--- src/sv/rte_pkg.sv ---
// ----------------------------------------------------------------------------
// rte_pkg: shared types for the rooted tree enumerator
// Datapath operation codes, register indexes and the status bundle returned
// to the controller.
// ----------------------------------------------------------------------------
package rte_pkg;

  localparam logic REG_NODE_COUNT   = 1'b0;
  localparam logic REG_DEGREE_LIMIT = 1'b1;

  typedef enum logic [4:0] {
    OP_IDLE,
    OP_START,
    OP_DLCHK,
    OP_FIRST,
    OP_NEXT,
    OP_TINIT,
    OP_TRDL,
    OP_TRST,
    OP_TRCC,
    OP_TINC,
    OP_TEND,
    OP_A0,
    OP_A1,
    OP_A2,
    OP_A3,
    OP_B0,
    OP_B1,
    OP_B2,
    OP_W0,
    OP_W1,
    OP_ERD,
    OP_ELD,
    OP_DLD
  } op_e;

  typedef struct packed {
    op_e op;
  } dp_cmd_t;

  typedef struct packed {
    logic first;
    logic cp_nz;
    logic fail;
    logic j_last;
    logic pass;
    logic cond;
    logic p_lt;
    logic w_cont;
    logic out_free;
  } dp_status_t;

endpackage

--- src/sv/rte_ctrl.sv ---
// ----------------------------------------------------------------------------
// rte_ctrl: sequencing state machine
// Steps the datapath through restart, successor steps, tree checks and
// result delivery, one operation per state.
// ----------------------------------------------------------------------------
module rte_ctrl (
  input  logic                clk_i,
  input  logic                rst_ni,
  input  logic                in_valid_i,
  input  logic                restart_i,
  output logic                in_stall_o,
  input  rte_pkg::dp_status_t status_i,
  output rte_pkg::dp_cmd_t    cmd_o
);
  import rte_pkg::*;

  typedef enum logic [22:0] {
    S_IDLE  = 23'd1 << 0,
    S_START = 23'd1 << 1,
    S_DLCHK = 23'd1 << 2,
    S_FIRST = 23'd1 << 3,
    S_NEXT  = 23'd1 << 4,
    S_TINIT = 23'd1 << 5,
    S_TRDL  = 23'd1 << 6,
    S_TRST  = 23'd1 << 7,
    S_TRCC  = 23'd1 << 8,
    S_TINC  = 23'd1 << 9,
    S_TEND  = 23'd1 << 10,
    S_A0    = 23'd1 << 11,
    S_A1    = 23'd1 << 12,
    S_A2    = 23'd1 << 13,
    S_A3    = 23'd1 << 14,
    S_B0    = 23'd1 << 15,
    S_B1    = 23'd1 << 16,
    S_B2    = 23'd1 << 17,
    S_W0    = 23'd1 << 18,
    S_W1    = 23'd1 << 19,
    S_ERD   = 23'd1 << 20,
    S_ELD   = 23'd1 << 21,
    S_DLD   = 23'd1 << 22
  } state_e;

  state_e state_q, state_d;

  assign in_stall_o = (state_q != S_IDLE);

  always_comb begin
    state_d = state_q;
    cmd_o.op = OP_IDLE;
    unique case (state_q)
      S_IDLE: begin
        cmd_o.op = OP_IDLE;
        if (in_valid_i) begin
          state_d = restart_i ? S_START : S_DLCHK;
        end
      end
      S_START: begin
        cmd_o.op = OP_START;
        state_d = S_DLCHK;
      end
      S_DLCHK: begin
        cmd_o.op = OP_DLCHK;
        state_d = S_FIRST;
      end
      S_FIRST: begin
        cmd_o.op = OP_FIRST;
        if (!status_i.first) state_d = S_TINIT;
        else if (status_i.cp_nz) state_d = S_A0;
        else state_d = S_DLD;
      end
      S_NEXT: begin
        cmd_o.op = OP_NEXT;
        state_d = status_i.cp_nz ? S_A0 : S_DLD;
      end
      S_TINIT: begin
        cmd_o.op = OP_TINIT;
        state_d = S_TRDL;
      end
      S_TRDL: begin
        cmd_o.op = OP_TRDL;
        state_d = S_TRST;
      end
      S_TRST: begin
        cmd_o.op = OP_TRST;
        state_d = S_TRCC;
      end
      S_TRCC: begin
        cmd_o.op = OP_TRCC;
        state_d = S_TINC;
      end
      S_TINC: begin
        cmd_o.op = OP_TINC;
        if (status_i.fail) state_d = S_NEXT;
        else if (status_i.j_last) state_d = S_TEND;
        else state_d = S_TRDL;
      end
      S_TEND: begin
        cmd_o.op = OP_TEND;
        state_d = status_i.pass ? S_ERD : S_NEXT;
      end
      S_A0: begin
        cmd_o.op = OP_A0;
        state_d = S_A1;
      end
      S_A1: begin
        cmd_o.op = OP_A1;
        state_d = S_A2;
      end
      S_A2: begin
        cmd_o.op = OP_A2;
        state_d = status_i.cond ? S_A3 : S_W0;
      end
      S_A3: begin
        cmd_o.op = OP_A3;
        state_d = S_B0;
      end
      S_B0: begin
        cmd_o.op = OP_B0;
        state_d = status_i.p_lt ? S_B1 : S_W0;
      end
      S_B1: begin
        cmd_o.op = OP_B1;
        state_d = S_B2;
      end
      S_B2: begin
        cmd_o.op = OP_B2;
        state_d = S_B0;
      end
      S_W0: begin
        cmd_o.op = OP_W0;
        state_d = status_i.w_cont ? S_W1 : S_TINIT;
      end
      S_W1: begin
        cmd_o.op = OP_W1;
        state_d = S_W0;
      end
      S_ERD: begin
        cmd_o.op = OP_ERD;
        state_d = S_ELD;
      end
      S_ELD: begin
        cmd_o.op = OP_ELD;
        if (status_i.out_free) begin
          state_d = status_i.j_last ? S_IDLE : S_ERD;
        end
      end
      S_DLD: begin
        cmd_o.op = OP_DLD;
        if (status_i.out_free) state_d = S_IDLE;
      end
      default: begin
        state_d = S_IDLE;
      end
    endcase
  end

  always_ff @(posedge clk_i or negedge rst_ni) begin
    if (!rst_ni) begin
      state_q <= S_IDLE;
    end else begin
      state_q <= state_d;
    end
  end

endmodule

--- src/sv/rte_dp.sv ---
// ----------------------------------------------------------------------------
// rte_dp: level sequence datapath
// Holds the level sequence, its bookkeeping arrays, the parent map and child
// counts, the configuration registers and the output register.
// ----------------------------------------------------------------------------
module rte_dp #(
  parameter int MAX_NODES = 64
) (
  input  logic                clk_i,
  input  logic                rst_ni,
  input  logic                cfg_we_i,
  input  logic                cfg_idx_i,
  input  logic [6:0]          cfg_data_i,
  input  rte_pkg::dp_cmd_t    cmd_i,
  output rte_pkg::dp_status_t status_o,
  input  logic                out_stall_i,
  output logic                out_valid_o,
  output logic [5:0]          node_index_o,
  output logic [5:0]          parent_o,
  output logic                last_o,
  output logic                done_res_o
);
  import rte_pkg::*;

  localparam int IDX_W  = $clog2(MAX_NODES);
  localparam int CNT_W  = $clog2(MAX_NODES + 1);
  localparam int CMP_W  = (CNT_W > 7) ? CNT_W : 7;
  localparam int RST_NK = (MAX_NODES < 4) ? MAX_NODES : 4;
  localparam int RST_CP = (RST_NK >= 3) ? RST_NK - 1 : 0;

  function automatic logic [CNT_W-1:0] active_cnt(input logic [6:0] nc);
    logic [CMP_W-1:0] v;
    v = CMP_W'(nc);
    if (v < CMP_W'(2)) return CNT_W'(2);
    if (v > CMP_W'(MAX_NODES)) return CNT_W'(MAX_NODES);
    return CNT_W'(v);
  endfunction

  function automatic logic [IDX_W-1:0] start_cp(input logic [CNT_W-1:0] n);
    return (n >= CNT_W'(3)) ? IDX_W'(n - CNT_W'(1)) : '0;
  endfunction

  logic [6:0]       node_count_q;
  logic [5:0]       degree_limit_q;
  logic [IDX_W-1:0] cp_q, p_q, lv_q, diff_q, j_q, par_q, par_d;
  logic             first_q;
  logic [CNT_W-1:0] rootc_q, nk, cnt;
  logic [IDX_W-1:0] nkm1;

  // Storage
  logic [IDX_W-1:0] ls_mem [MAX_NODES];
  logic [IDX_W-1:0] lp_mem [MAX_NODES];
  logic [IDX_W-1:0] sp_mem [MAX_NODES];
  logic [IDX_W-1:0] st_mem [MAX_NODES];
  logic [IDX_W-1:0] pm_mem [MAX_NODES];
  logic [CNT_W-1:0] cc_mem [MAX_NODES];
  logic [MAX_NODES-1:0] ls_v_q, lp_v_q, sp_v_q, cc_v_q;

  logic [IDX_W-1:0] ls_ra_q, ls_rd_q, lp_ra_q, lp_rd_q, sp_rd_q, st_rd_q, pm_rd_q;
  logic [CNT_W-1:0] cc_rd_q;
  logic             ls_rv_q, lp_rv_q, sp_rv_q, cc_rv_q;
  logic [IDX_W-1:0] ls_r, lp_r, sp_r;
  logic [CNT_W-1:0] cc_r;

  logic             ls_re, lp_re, sp_re, st_re, pm_re, cc_re;
  logic [IDX_W-1:0] ls_raddr, lp_raddr, sp_raddr, st_raddr, pm_raddr, cc_raddr;
  logic             ls_we, lp_we, sp_we, st_we, pm_we, cc_we;
  logic [IDX_W-1:0] ls_wa, ls_wd, lp_wa, lp_wd, sp_wa, sp_wd, st_wa, st_wd, pm_wa, pm_wd;
  logic [IDX_W-1:0] cc_wa;
  logic [CNT_W-1:0] cc_wd;

  logic [IDX_W-1:0] dec, pn, src;
  logic             start, load_node, load_done, out_free;

  assign nk   = active_cnt(node_count_q);
  assign nkm1 = IDX_W'(nk - CNT_W'(1));

  // Entries unwritten since restart (cc_mem: since TINIT) read as reset value
  assign ls_r = ls_rv_q ? ls_rd_q : ls_ra_q;
  assign lp_r = lp_rv_q ? lp_rd_q : lp_ra_q;
  assign sp_r = sp_rv_q ? sp_rd_q : '0;
  assign cc_r = cc_rv_q ? cc_rd_q : '0;

  assign dec   = (ls_r != '0) ? ls_r - IDX_W'(1) : ls_r;
  assign pn    = p_q + IDX_W'(1);
  assign src   = (pn >= diff_q) ? pn - diff_q : '0;
  assign par_d = (lv_q != '0) ? st_rd_q : '0;
  assign cnt   = cc_r + CNT_W'(1);

  assign out_free  = !out_valid_o || !out_stall_i;
  assign load_node = (cmd_i.op == OP_ELD) && out_free;
  assign load_done = (cmd_i.op == OP_DLD) && out_free;
  assign start     = (cmd_i.op == OP_START) || (cfg_we_i && (cfg_idx_i == REG_NODE_COUNT));

  assign status_o.first    = first_q;
  assign status_o.cp_nz    = (cp_q != '0);
  assign status_o.fail     = (par_q != '0) && (CMP_W'(cnt) > CMP_W'(degree_limit_q));
  assign status_o.j_last   = (j_q == nkm1);
  assign status_o.pass     = (CMP_W'(rootc_q) < CMP_W'(degree_limit_q));
  assign status_o.cond     = (p_q < nkm1) && (p_q != '0) &&
                             ((lv_q != IDX_W'(1)) || (ls_r != IDX_W'(1)));
  assign status_o.p_lt     = (p_q < nkm1);
  assign status_o.w_cont   = (p_q != '0) && (lv_q == IDX_W'(1));
  assign status_o.out_free = out_free;

  always_comb begin
    ls_re = 1'b0; ls_raddr = j_q;
    lp_re = 1'b0; lp_raddr = lv_q;
    sp_re = 1'b0; sp_raddr = p_q - IDX_W'(1);
    st_re = 1'b0; st_raddr = ls_r - IDX_W'(1);
    pm_re = 1'b0; pm_raddr = j_q;
    cc_re = 1'b0; cc_raddr = par_d;
    ls_we = 1'b0; ls_wa = p_q;  ls_wd = dec;
    lp_we = 1'b0; lp_wa = lv_q; lp_wd = p_q;
    sp_we = 1'b0; sp_wa = p_q;  sp_wd = lp_r;
    st_we = 1'b0; st_wa = lv_q; st_wd = j_q;
    pm_we = 1'b0; pm_wa = j_q;  pm_wd = par_q;
    cc_we = 1'b0; cc_wa = par_q; cc_wd = cnt;
    case (cmd_i.op)
      OP_TINIT: begin
        st_we = 1'b1; st_wa = '0; st_wd = '0;
        pm_we = 1'b1; pm_wa = '0; pm_wd = '0;
      end
      OP_TRDL: ls_re = 1'b1;
      OP_TRST: st_re = 1'b1;
      OP_TRCC: cc_re = 1'b1;
      OP_TINC: begin
        if (!status_o.fail) begin
          st_we = 1'b1;
          pm_we = 1'b1;
        end
        cc_we = (par_q != '0);
      end
      OP_A0: begin
        ls_re = 1'b1; ls_raddr = cp_q;
      end
      OP_A1: begin
        ls_we = 1'b1;
        ls_re = 1'b1; ls_raddr = p_q - IDX_W'(1);
      end
      OP_A2: lp_re = 1'b1;
      OP_B0: lp_re = 1'b1;
      OP_B1: begin
        sp_we = 1'b1;
        lp_we = 1'b1;
        ls_re = 1'b1; ls_raddr = src;
      end
      OP_B2: begin
        ls_we = 1'b1; ls_wd = ls_r;
      end
      OP_W0: begin
        if (status_o.w_cont) begin
          ls_re = 1'b1; ls_raddr = p_q - IDX_W'(1);
          sp_re = 1'b1;
        end
      end
      OP_W1: begin
        lp_we = 1'b1; lp_wa = ls_r; lp_wd = sp_r;
      end
      OP_ERD: pm_re = 1'b1;
      default: ;
    endcase
  end

  // Memory arrays with registered reads
  always_ff @(posedge clk_i) begin
    if (ls_we) ls_mem[ls_wa] <= ls_wd;
    if (lp_we) lp_mem[lp_wa] <= lp_wd;
    if (sp_we) sp_mem[sp_wa] <= sp_wd;
    if (st_we) st_mem[st_wa] <= st_wd;
    if (pm_we) pm_mem[pm_wa] <= pm_wd;
    if (cc_we) cc_mem[cc_wa] <= cc_wd;
    if (ls_re) ls_rd_q <= ls_mem[ls_raddr];
    if (lp_re) lp_rd_q <= lp_mem[lp_raddr];
    if (sp_re) sp_rd_q <= sp_mem[sp_raddr];
    if (st_re) st_rd_q <= st_mem[st_raddr];
    if (pm_re) pm_rd_q <= pm_mem[pm_raddr];
    if (cc_re) cc_rd_q <= cc_mem[cc_raddr];
    if (ls_re) ls_ra_q <= ls_raddr;
    if (lp_re) lp_ra_q <= lp_raddr;
  end

  always_ff @(posedge clk_i or negedge rst_ni) begin
    if (!rst_ni) begin
      ls_v_q  <= '0;
      lp_v_q  <= '0;
      sp_v_q  <= '0;
      cc_v_q  <= '0;
      ls_rv_q <= 1'b0;
      lp_rv_q <= 1'b0;
      sp_rv_q <= 1'b0;
      cc_rv_q <= 1'b0;
    end else begin
      if (ls_re) ls_rv_q <= ls_v_q[ls_raddr] || (ls_we && ls_wa == ls_raddr);
      if (lp_re) lp_rv_q <= lp_v_q[lp_raddr];
      if (sp_re) sp_rv_q <= sp_v_q[sp_raddr];
      if (cc_re) cc_rv_q <= cc_v_q[cc_raddr];
      if (start) begin
        ls_v_q <= '0;
        lp_v_q <= '0;
        sp_v_q <= '0;
      end else begin
        if (ls_we) ls_v_q[ls_wa] <= 1'b1;
        if (lp_we) lp_v_q[lp_wa] <= 1'b1;
        if (sp_we) sp_v_q[sp_wa] <= 1'b1;
      end
      if (cmd_i.op == OP_TINIT) cc_v_q <= '0;
      else if (cc_we) cc_v_q[cc_wa] <= 1'b1;
    end
  end

  always_ff @(posedge clk_i or negedge rst_ni) begin
    if (!rst_ni) begin
      node_count_q   <= 7'd4;
      degree_limit_q <= 6'd2;
      cp_q           <= IDX_W'(RST_CP);
      first_q        <= 1'b0;
      out_valid_o    <= 1'b0;
      p_q            <= '0;
      lv_q           <= '0;
      diff_q         <= '0;
      j_q            <= '0;
      par_q          <= '0;
      rootc_q        <= '0;
    end else begin
      if (cfg_we_i) begin
        if (cfg_idx_i == REG_NODE_COUNT) begin
          node_count_q <= cfg_data_i;
          cp_q         <= start_cp(active_cnt(cfg_data_i));
          first_q      <= 1'b0;
        end else begin
          degree_limit_q <= cfg_data_i[5:0];
        end
      end
      if (load_node || load_done) out_valid_o <= 1'b1;
      else if (!out_stall_i) out_valid_o <= 1'b0;
      case (cmd_i.op)
        OP_START: begin
          cp_q    <= start_cp(nk);
          first_q <= 1'b0;
        end
        OP_DLCHK: begin
          if (degree_limit_q < 6'd2) begin
            cp_q    <= '0;
            first_q <= 1'b1;
          end
        end
        OP_FIRST: first_q <= 1'b1;
        OP_TINIT: begin
          rootc_q <= '0;
          j_q     <= IDX_W'(1);
        end
        OP_TRST: lv_q <= ls_r;
        OP_TRCC: par_q <= par_d;
        OP_TINC: begin
          if (par_q == '0) rootc_q <= rootc_q + CNT_W'(1);
          j_q <= j_q + IDX_W'(1);
        end
        OP_TEND: j_q <= '0;
        OP_A0: p_q <= cp_q;
        OP_A1: lv_q <= dec;
        OP_A3: diff_q <= (p_q > lp_r) ? p_q - lp_r : IDX_W'(1);
        OP_B1: p_q <= pn;
        OP_B2: lv_q <= ls_r;
        OP_W0: begin
          if (status_o.w_cont) p_q <= p_q - IDX_W'(1);
          else cp_q <= p_q;
        end
        OP_W1: lv_q <= ls_r;
        OP_ELD: if (out_free) j_q <= j_q + IDX_W'(1);
        default: ;
      endcase
    end
  end

  // Result payload
  always_ff @(posedge clk_i) begin
    if (load_node) begin
      node_index_o <= 6'(j_q);
      parent_o     <= 6'(pm_rd_q);
      last_o       <= (j_q == nkm1);
      done_res_o   <= 1'b0;
    end else if (load_done) begin
      node_index_o <= '0;
      parent_o     <= '0;
      last_o       <= 1'b1;
      done_res_o   <= 1'b1;
    end
  end

endmodule

--- src/sv/rooted_tree_enumerator_top.sv ---
// ----------------------------------------------------------------------------
// rooted_tree_enumerator_top: rooted tree enumerator
// Each request delivers the parent of every node of the next accepted rooted
// tree in level sequence order, or a single done result once exhausted.
// ----------------------------------------------------------------------------
// A request is handled one at a time: the block stalls its input until the
// whole request has been worked off. A tree check walks every non-root node
// in turn; a successor step may rewrite the tail position by position and
// backtrack position by position, and each result then waits until the
// output is free. A request that skips rejected trees costs one successor
// step and one check per skipped tree. Writing node_count restarts the
// enumeration at once; no clearing pass is needed.
module rooted_tree_enumerator_top #(
  parameter int MAX_NODES = 64
) (
  input  logic       clk_i,
  input  logic       rst_ni,
  input  logic       cfg_we_i,
  input  logic       cfg_idx_i,
  input  logic [6:0] cfg_data_i,
  input  logic       in_valid_i,
  output logic       in_stall_o,
  input  logic       restart_i,
  output logic       out_valid_o,
  input  logic       out_stall_i,
  output logic [5:0] node_index_o,
  output logic [5:0] parent_o,
  output logic       last_o,
  output logic       done_res_o
);
  import rte_pkg::*;

  dp_cmd_t    cmd;
  dp_status_t status;

  rte_ctrl u_ctrl (
    .clk_i      (clk_i),
    .rst_ni     (rst_ni),
    .in_valid_i (in_valid_i),
    .restart_i  (restart_i),
    .in_stall_o (in_stall_o),
    .status_i   (status),
    .cmd_o      (cmd)
  );

  rte_dp #(
    .MAX_NODES (MAX_NODES)
  ) u_dp (
    .clk_i        (clk_i),
    .rst_ni       (rst_ni),
    .cfg_we_i     (cfg_we_i),
    .cfg_idx_i    (cfg_idx_i),
    .cfg_data_i   (cfg_data_i),
    .cmd_i        (cmd),
    .status_o     (status),
    .out_stall_i  (out_stall_i),
    .out_valid_o  (out_valid_o),
    .node_index_o (node_index_o),
    .parent_o     (parent_o),
    .last_o       (last_o),
    .done_res_o   (done_res_o)
  );

endmodule

--- config.mk ---
export PLATFORM = sky130hd
export DESIGN_NAME = rooted_tree_enumerator_top
export DESIGN_NICKNAME = d
export VERILOG_FILES = /design/src/sv/rte_pkg.sv /design/src/sv/rte_ctrl.sv /design/src/sv/rte_dp.sv /design/src/sv/rooted_tree_enumerator_top.sv
export SDC_FILE = /design/constraint.sdc
export NUM_CORES = 2
export LEC_CHECK = 0
export BUFFER_PORTS_ARGS = -buffer_cell sky130_fd_sc_hd__buf_2
export CORE_MARGIN = 1
export CORE_UTILIZATION = 57
export DETAILED_ROUTE_END_ITERATION = 7
export PLACE_DENSITY = 0.84
export SETUP_SLACK_MARGIN = 0.1
export SLEW_MARGIN = 20
export SYNTH_ARGS = -nofsm -noshare
export SYNTH_HDL_FRONTEND = slang
export SYNTH_SLANG_ARGS = --single-unit
--- constraint.sdc ---
create_clock -name clk_i -period 6.3 [get_ports clk_i]
set_clock_uncertainty 0.05 [all_clocks]
set_input_delay 0.63 -clock clk_i [delete_from_list [all_inputs] [get_ports clk_i]]
set_output_delay 0.63 -clock clk_i [all_outputs]
set_load 0.1 [all_outputs]
# [Yosys cells after proc, flatten, opt, wreduce, memory -nomap -nowiden]
# Memory sizes are Yosys's and may differ from the RTL's. A register that Yosys moved wholly into a read port is not among the register bits.
# Cells that the tools add are included.
[word_totals] elab_cells=292 in_bits=14 out_inout_bits=16 ram_bits=2368 ff_bits=367 memories=6
[op_classes] add_sub_neg=10 bitwise=5 n_reduce_logical=45 n_eq_ne=57 muxes=121 order_cmp=22
[memory_table] name="u_dp.cc_mem" depth=64 width=7 rd=1 rd_clocked_by_memory_dff=1 wr=1 line="rte_dp.sv:56" text="logic [CNT_W-1:0] cc_mem [MAX_NODES];"
[memory_table] name="u_dp.lp_mem" depth=64 width=6 rd=1 rd_clocked_by_memory_dff=1 wr=1 line="rte_dp.sv:52" text="logic [IDX_W-1:0] lp_mem [MAX_NODES];"
[memory_table] name="u_dp.ls_mem" depth=64 width=6 rd=1 rd_clocked_by_memory_dff=1 wr=1 line="rte_dp.sv:51" text="logic [IDX_W-1:0] ls_mem [MAX_NODES];"
[memory_table] name="u_dp.pm_mem" depth=64 width=6 rd=1 rd_clocked_by_memory_dff=1 wr=1 line="rte_dp.sv:55" text="logic [IDX_W-1:0] pm_mem [MAX_NODES];"
[memory_table] name="u_dp.sp_mem" depth=64 width=6 rd=1 rd_clocked_by_memory_dff=1 wr=1 line="rte_dp.sv:53" text="logic [IDX_W-1:0] sp_mem [MAX_NODES];"
[memory_table] name="u_dp.st_mem" depth=64 width=6 rd=1 rd_clocked_by_memory_dff=1 wr=1 line="rte_dp.sv:54" text="logic [IDX_W-1:0] st_mem [MAX_NODES];"
[op_table] cell="$mux 64" n=8
[op_table] cell="$pmux 23 s22" n=1
[op_table] cell="$or 64x64->64" n=4
[op_table] cell="$mux 6" n=25
[op_table] cell="$mux 23" n=6
[op_table] cell="$pmux 5 s22" n=1
[op_table] cell="$mux 7" n=12
[op_table] cell="$lt 6x7->1 const B" n=7
[op_table] cell="$pmux 6 s4" n=2
[op_table] cell="$mux 1" n=45
[op_table] cell="$mux 21" n=2
[op_table] cell="$eq 5x4->1 const B" n=8
[op_table] cell="$mux 19" n=2
[op_table] cell="$pmux 6 s3" n=2
[op_table] cell="$eq 5x5->1 const B" n=7
[op_table] cell="$reduce_bool 6->1" n=5
[op_table] cell="$bmux 1 s6" n=4
[op_table] cell="$sub 6x1->6 const B" n=4
[op_table] cell="$eq 23x1->1 const B" n=1
[op_table] cell="$eq 23x10->1 const B" n=1
[op_table] cell="$eq 23x11->1 const B" n=1
[op_table] cell="$eq 23x12->1 const B" n=1
[op_table] cell="$eq 23x13->1 const B" n=1
[op_table] cell="$eq 23x14->1 const B" n=1
[op_table] cell="other kinds (60)" n=109

# [Depth between registers and ports, before layout]
[logic_depth] depth_word=17 ltp_mapped=23

# [Cells and area by module]
# A second synthesis with hierarchy kept.
[unflattened] cells_unflattened=6809 hier_area_um2=113063.4
[modules_own_cells] module="rte_dp" area_each_um2=111376.8 n_inst=1 cells_per_inst=6618
[modules_own_cells] module="rte_ctrl" area_each_um2=1686.6 n_inst=1 cells_per_inst=191

# [Least setup slack after synthesis]
# No wires, ideal clock.
[synth_timing] path_type="register to register" from="reg u_dp.cc_rv_q" to="mem u_dp.st_mem[50][0] in the netlist's numbering, enable pin" path_stages_with_launch=15 setup_ns=0.386 n_path_buf=1 required_ns=5.864 arrival_time_ns=6.022 setup_slack_ns=-0.158 cell_sequence="dfrtp_1 nand2_1 inv_1 ha_1 xnor2_1 ha_1 a21oi_1 o21ai_0 o21a_1 o21ai_0 nand2_1 clkbuf_1 inv_1 nand4_1 nor4_1"
[synth_via] elab_chain_cells=8
[synth_lines] item="from (decl)" line="rte_dp.sv:61" text="logic ls_rv_q, lp_rv_q, sp_rv_q, cc_rv_q;"
[synth_lines] item="from (signal assigned)" line="rte_dp.sv:197" text="if (cc_re) cc_rv_q <= cc_v_q[cc_raddr];"
[synth_lines] item="$mux 7" line="rte_dp.sv:82" text="assign cc_r = cc_rv_q ? cc_rd_q : '0;"
[synth_lines] item="$add 7x1->7" line="rte_dp.sv:88" text="assign cnt = cc_r + CNT_W'(1);"
[synth_lines] item="net u_dp.cc_wd[0]" line="rte_dp.sv:70" text="logic [CNT_W-1:0] cc_wd;"
[synth_lines] item="$gt 7x6->1" line="rte_dp.sv:97" text="assign status_o.fail = (par_q != '0) && (CMP_W'(cnt) > CMP_W'(degree_limit_q));"
[synth_lines] item="$logic_and 1x1->1" line="rte_dp.sv:97"
[synth_lines] item="$mux 1" line="rte_dp.sv:128" text="if (!status_o.fail) begin"
[synth_lines] item="$pmux 1 s2" line="rte_dp.sv:119" text="case (cmd_i.op)"
[synth_lines] item="$mux 1" line="rte_dp.sv:170" text="if (st_we) st_mem[st_wa] <= st_wd;"
[synth_lines] item="$mux 1 (implied by the code)" line="rte_dp.sv:170"
[synth_lines] item="to (decl)" line="rte_dp.sv:54"
# The timed path passes the listed nets, and every way through them passes these cells.

# [Worst setup path after layout]
[layout_timing] from="reg u_dp.p_q[2] (netlist: u_dp.ls_wa[2])" to="reg u_dp.ls_rd_q[2], read port of u_dp.ls_mem (data pin)"
[layout_via] elab_chain_cells=4
[layout_lines] item="from (decl)" line="rte_dp.sv:45" text="logic [IDX_W-1:0] cp_q, p_q, lv_q, diff_q, j_q, par_q, par_d;"
[layout_lines] item="from (signal assigned)" line="rte_dp.sv:260" text="OP_A0: p_q <= cp_q;"
[layout_lines] item="from (signal assigned)" line="rte_dp.sv:263" text="OP_B1: p_q <= pn;"
[layout_lines] item="from (signal assigned)" line="rte_dp.sv:266" text="if (status_o.w_cont) p_q <= p_q - IDX_W'(1);"
[layout_lines] item="$add 6x1->6 or $reduce_bool 6->1 (tied branches)" line="rte_dp.sv:85, rte_dp.sv:103"
[layout_lines] item="$sub 6x6->6 (tied with other cells)" line="rte_dp.sv:86" text="assign src = (pn >= diff_q) ? pn - diff_q : '0;"
[layout_lines] item="$mux 6 (tied with other cells)" line="rte_dp.sv:86"
[layout_lines] item="$pmux 6 s4 or $pmux 1 s2 (tied branches)" line="rte_dp.sv:119"
[layout_lines] item="to (decl)" line="rte_dp.sv:59" text="logic [IDX_W-1:0] ls_ra_q, ls_rd_q, lp_ra_q, lp_rd_q, sp_rd_q, st_rd_q, pm_rd_q;"
# Parallel ways exist; a longest one is shown, timed or not.
# A chain may end at the register's enable or synchronous reset.

==> impl_results.md <==
* Status: complete, no violations
* WP data arrival at around 6.3 ns
* Vias at about 67000
* Minimum clock period after layout at 5.66 ns
* PwrDens at 328 mW/mm^2
* Routed wire length at 302000 um
* Row cnt at 162
* Post-route insts no fill at 9635
* Synth top area share at 0.647
* Relative slew slack at 0.0967
* Clock root cell: clkbuf_16
* GRT Resource Usage Total at 0.304
* LEAKAGE at 43.4 nW
* Yosys top cell by area: edfxtp_1
* Sink Count at 2772
* CTS buffer count at 286
* Vias per cell at around 6.9
* Capturing element type of the critical path: register
* Tcrit/Tclk final at 0.898
* Initial Util at 0.576
* Worst-margin pin slew at about 1.3 ns
* Synthesized area at between 0.1 and 0.15 sq mm
* Initial antenna violation count at 18
* Largest cells by area after synthesis: edfxtp_1, mux4_2, dfrtp_1
* Residual DRC at 0
* Count leader, synth: edfxtp_1
* Fillers at ~12000
* Die width at about 450 um
* VDD IR max at 0.296 mV
* First-pass GRT wire length at ~440000 um
* Detail Placement HPWL at 169000 um
* Crit path buffers/inverters at 2
* Instance count on the critical path at 17
* CTS tree: built
* Main flop type after synthesis: edfxtp_1
* Commonest cells post-synth: edfxtp_1, nor2_1, mux4_2
* Nets@finish at around 6800
* Number of I/O port buffers at 29
* Multi-input gate area at between 0.02 and 0.03 sq mm
* Initial detailed-routing violation count at 10800
* Setup violators final at 0
* Clk pin slew, worst setup/hold paths at 0.06 ns
* Setup TNS Final at 0 ns
* Routed Antenna Nets at 0
* CP max FO at 68
* Largest stage delay, worst path at slightly below 0.7 ns
* Worst-path cell chain: nand2_1 > nor2_1 > xnor2_1 > ha_1 > and3_1 > a31o_2 > o21ai_0 > a211oi_1 > a2111o_1 > nand2_8 > inv_2 > buf_12 > a211oi_1 > a311o_1 > o211ai_1 > nand4_1 > and4bb_1
* Post-Synthesis Cells at about 6700
* Register Area at slightly above 0.08 sq mm
* Number of global-route vias before repair at around 67000
* Largest net degree at the start of global routing at 135
* Seq/Total Area, Yosys at 0.722
* Post-synth EDFFs at roughly 2400
* Data required, critical path at ~7 ns
* Worst R2R Path Depth at 17
* Die ar. at ~0.20 sq mm
* Core area at between 0.15 and 0.2 sq mm
* RSZ-0062 raised after global routing: no
* Area post-placement at 0.116 sq mm
* Family with the most delay on the worst path: compound AO/OA/AOI/OAI gates
* Drt wl/cell at between 30 and 40 um
* Hold Fails Final Rpt at 0
* Share of post-route cells with drive strength above 1 at 0.193
* DP Cell Count at approximately 9000
* Syn Area/Cell at around 17 sq um
* Worst skew pair latency at between 0.9 and 1 ns
* Final instance area at around 0.13 sq mm
* Hold Crit Depth at 2
* Count of pins over their slew limit at 0
* Layout area overhead at 10.9%
* Setup CP Type: reg2reg
* Drt first pass iters at 7
* Fin Hold WS at approximately 0.044 ns
* Hold Path Class: in2reg
* Post-CTS Resized at 0
* H-Tree Depth at 5
* Most frequent CP cell: a211oi_1
* Max Freq at 177 MHz
* Fraction of registers with async set/reset at 0.123
* Worst Setup Start Kind: register
* GPL Wtd Cong at between 0.9 and 1
* Slowest cell on crit path: dfrtp_1
* I/O pin total at 30
* Chip height at about 450 um
* Maximum Capacitance Violations at 0
* #FFs+latches synth at 2772
* Synth unique cells at 87
* Syn. warnings at 0
* Aggregate global routing overflow at 0
* Clock buffer depth at 4
[layout make-up]
cell class	instances	area share
Inverter	67	0.00206
Tap cell	2624	0.0262
Multi-Input combinational cell	3505	0.239
Clock buffer	378	0.0619
Clock inverter	117	0.00904
Sequential cell	2772	0.651
Antenna cell	10	0.000200
Timing Repair Buffer	162	0.0105
[through the flow]
| stage | setup slack, ns | power [W] | utilization |
|---|---|---|---|
| finish | 0.640 | 0.0410 | 0.639 |
| global route | 0.326 | 0.0419 | 0.639 |
| CTS | 0.761 | 0.0409 | 0.639 |
| detailed placement | 0.838 | 0.0246 | 0.594 |
| global placement | 0.948 | 0.0245 | 0.593 |
| floorplan | 0.567 | 0.0233 | - |
[logic make-up after synthesis]
logic type                 count (synthesis)  synth area share
DFF                                     2772             0.722
xor gates and xnor gates                  42           0.00326
other                                      1         0.0000332
adders and majority gates                 41           0.00468
buffers and inverters                    455            0.0163
AOI/OAI and AO/OA                        567            0.0353
muxes                                    809             0.138
and+or+nand+nor                         2039            0.0797
[registers in the layout, summed over array words and instances, names as in the netlist, 7 cells and up]
signal	cells
u_dp.rootc_q	7
u_dp.sp_v_q	64
u_dp.st_mem	384
u_dp.sp_mem	384
u_dp.ls_v_q	64
u_dp.cc_rd_q	7
u_dp.ls_mem	384
u_dp.cc_v_q	64
u_dp.cc_mem	448
u_dp.node_count_q	7
u_dp.lp_mem	384
u_ctrl.state_q	23
u_dp.pm_mem	384
u_dp.lp_v_q	64
[power by group]
part	leakage, nW	switching [W]	total, W	internal, W
logic	10.6	0.00303	0.00441	0.00138
clock network	4.36	0.00710	0.0166	0.00945
registers	28.5	0.000149	0.0200	0.0199
total	43.4	0.0103	0.0410	0.0307
[placed cells by master, fill, tap and decap left out, types with 15 or more instances in the layout]
master and n:
a211oi_1 70, a21boi_0 26, a21o_1 17, a21oi_1 96, a221oi_1 15, a311o_1 28, a311oi_1 16, a31oi_1 19
and3_1 30, buf_2 28, buf_4 118, bufinv_16 19, clkbuf_1 70, clkbuf_16 289, clkbuf_8 19, clkinv_1 33
clkinv_2 54, dfrtp_1 329, edfxtp_1 2430, ha_1 36, inv_1 49, mux2_2 77, mux2i_1 138, mux4_2 592
nand2_1 581, nand2b_1 20, nand3_1 335, nand4_1 18, nor2_1 800, nor2b_1 47, nor3_1 55, nor4_1 20
o211ai_1 30, o21a_1 55, o21ai_0 80, o21ba_2 16, o22ai_1 26, or3_1 19, xnor2_1 24
[timing repair]
item	CTS	global route
buffers inserted	0	0
hold endpoints to repair	89	0
setup endpoints to repair	0	0
hold buffers	3	0
[final timing paths]
kind,slack [ns],from,end
setup reg to reg,0.64,u_dp.ls_wa[2]$_DFFE_PN0P_,u_dp.ls_rd_q[2]$_DFFE_PP_
max in group asynchronous,4.53,rst_ni,u_dp.cc_v_q[41]$_DFFE_PN0P_
setup / recovery,0.64,u_dp.ls_wa[2]$_DFFE_PN0P_,u_dp.ls_rd_q[2]$_DFFE_PP_
hold reg to reg,0.44,u_dp.cc_v_q[12]$_DFFE_PN0P_,u_dp.cc_v_q[12]$_DFFE_PN0P_
hold / removal,0.04,cfg_data_i[2],u_dp.degree_limit_q[2]$_DFFE_PN0P_
min in group asynchronous,0.25,rst_ni,u_dp.sp_v_q[5]$_DFFE_PN0P_
[layer usage]
layer	share of wire	routed length, um	vias up	track usage
met4	0.058	17600	10	0.153
met1	0.33	101000	33700	0.386
met5	0.00028	84	-	0
li1	-	-	26300	-
met2	0.49	149000	5646	0.496
met3	0.11	34400	1128	0.0668
(Power assumes the default switching activity.)
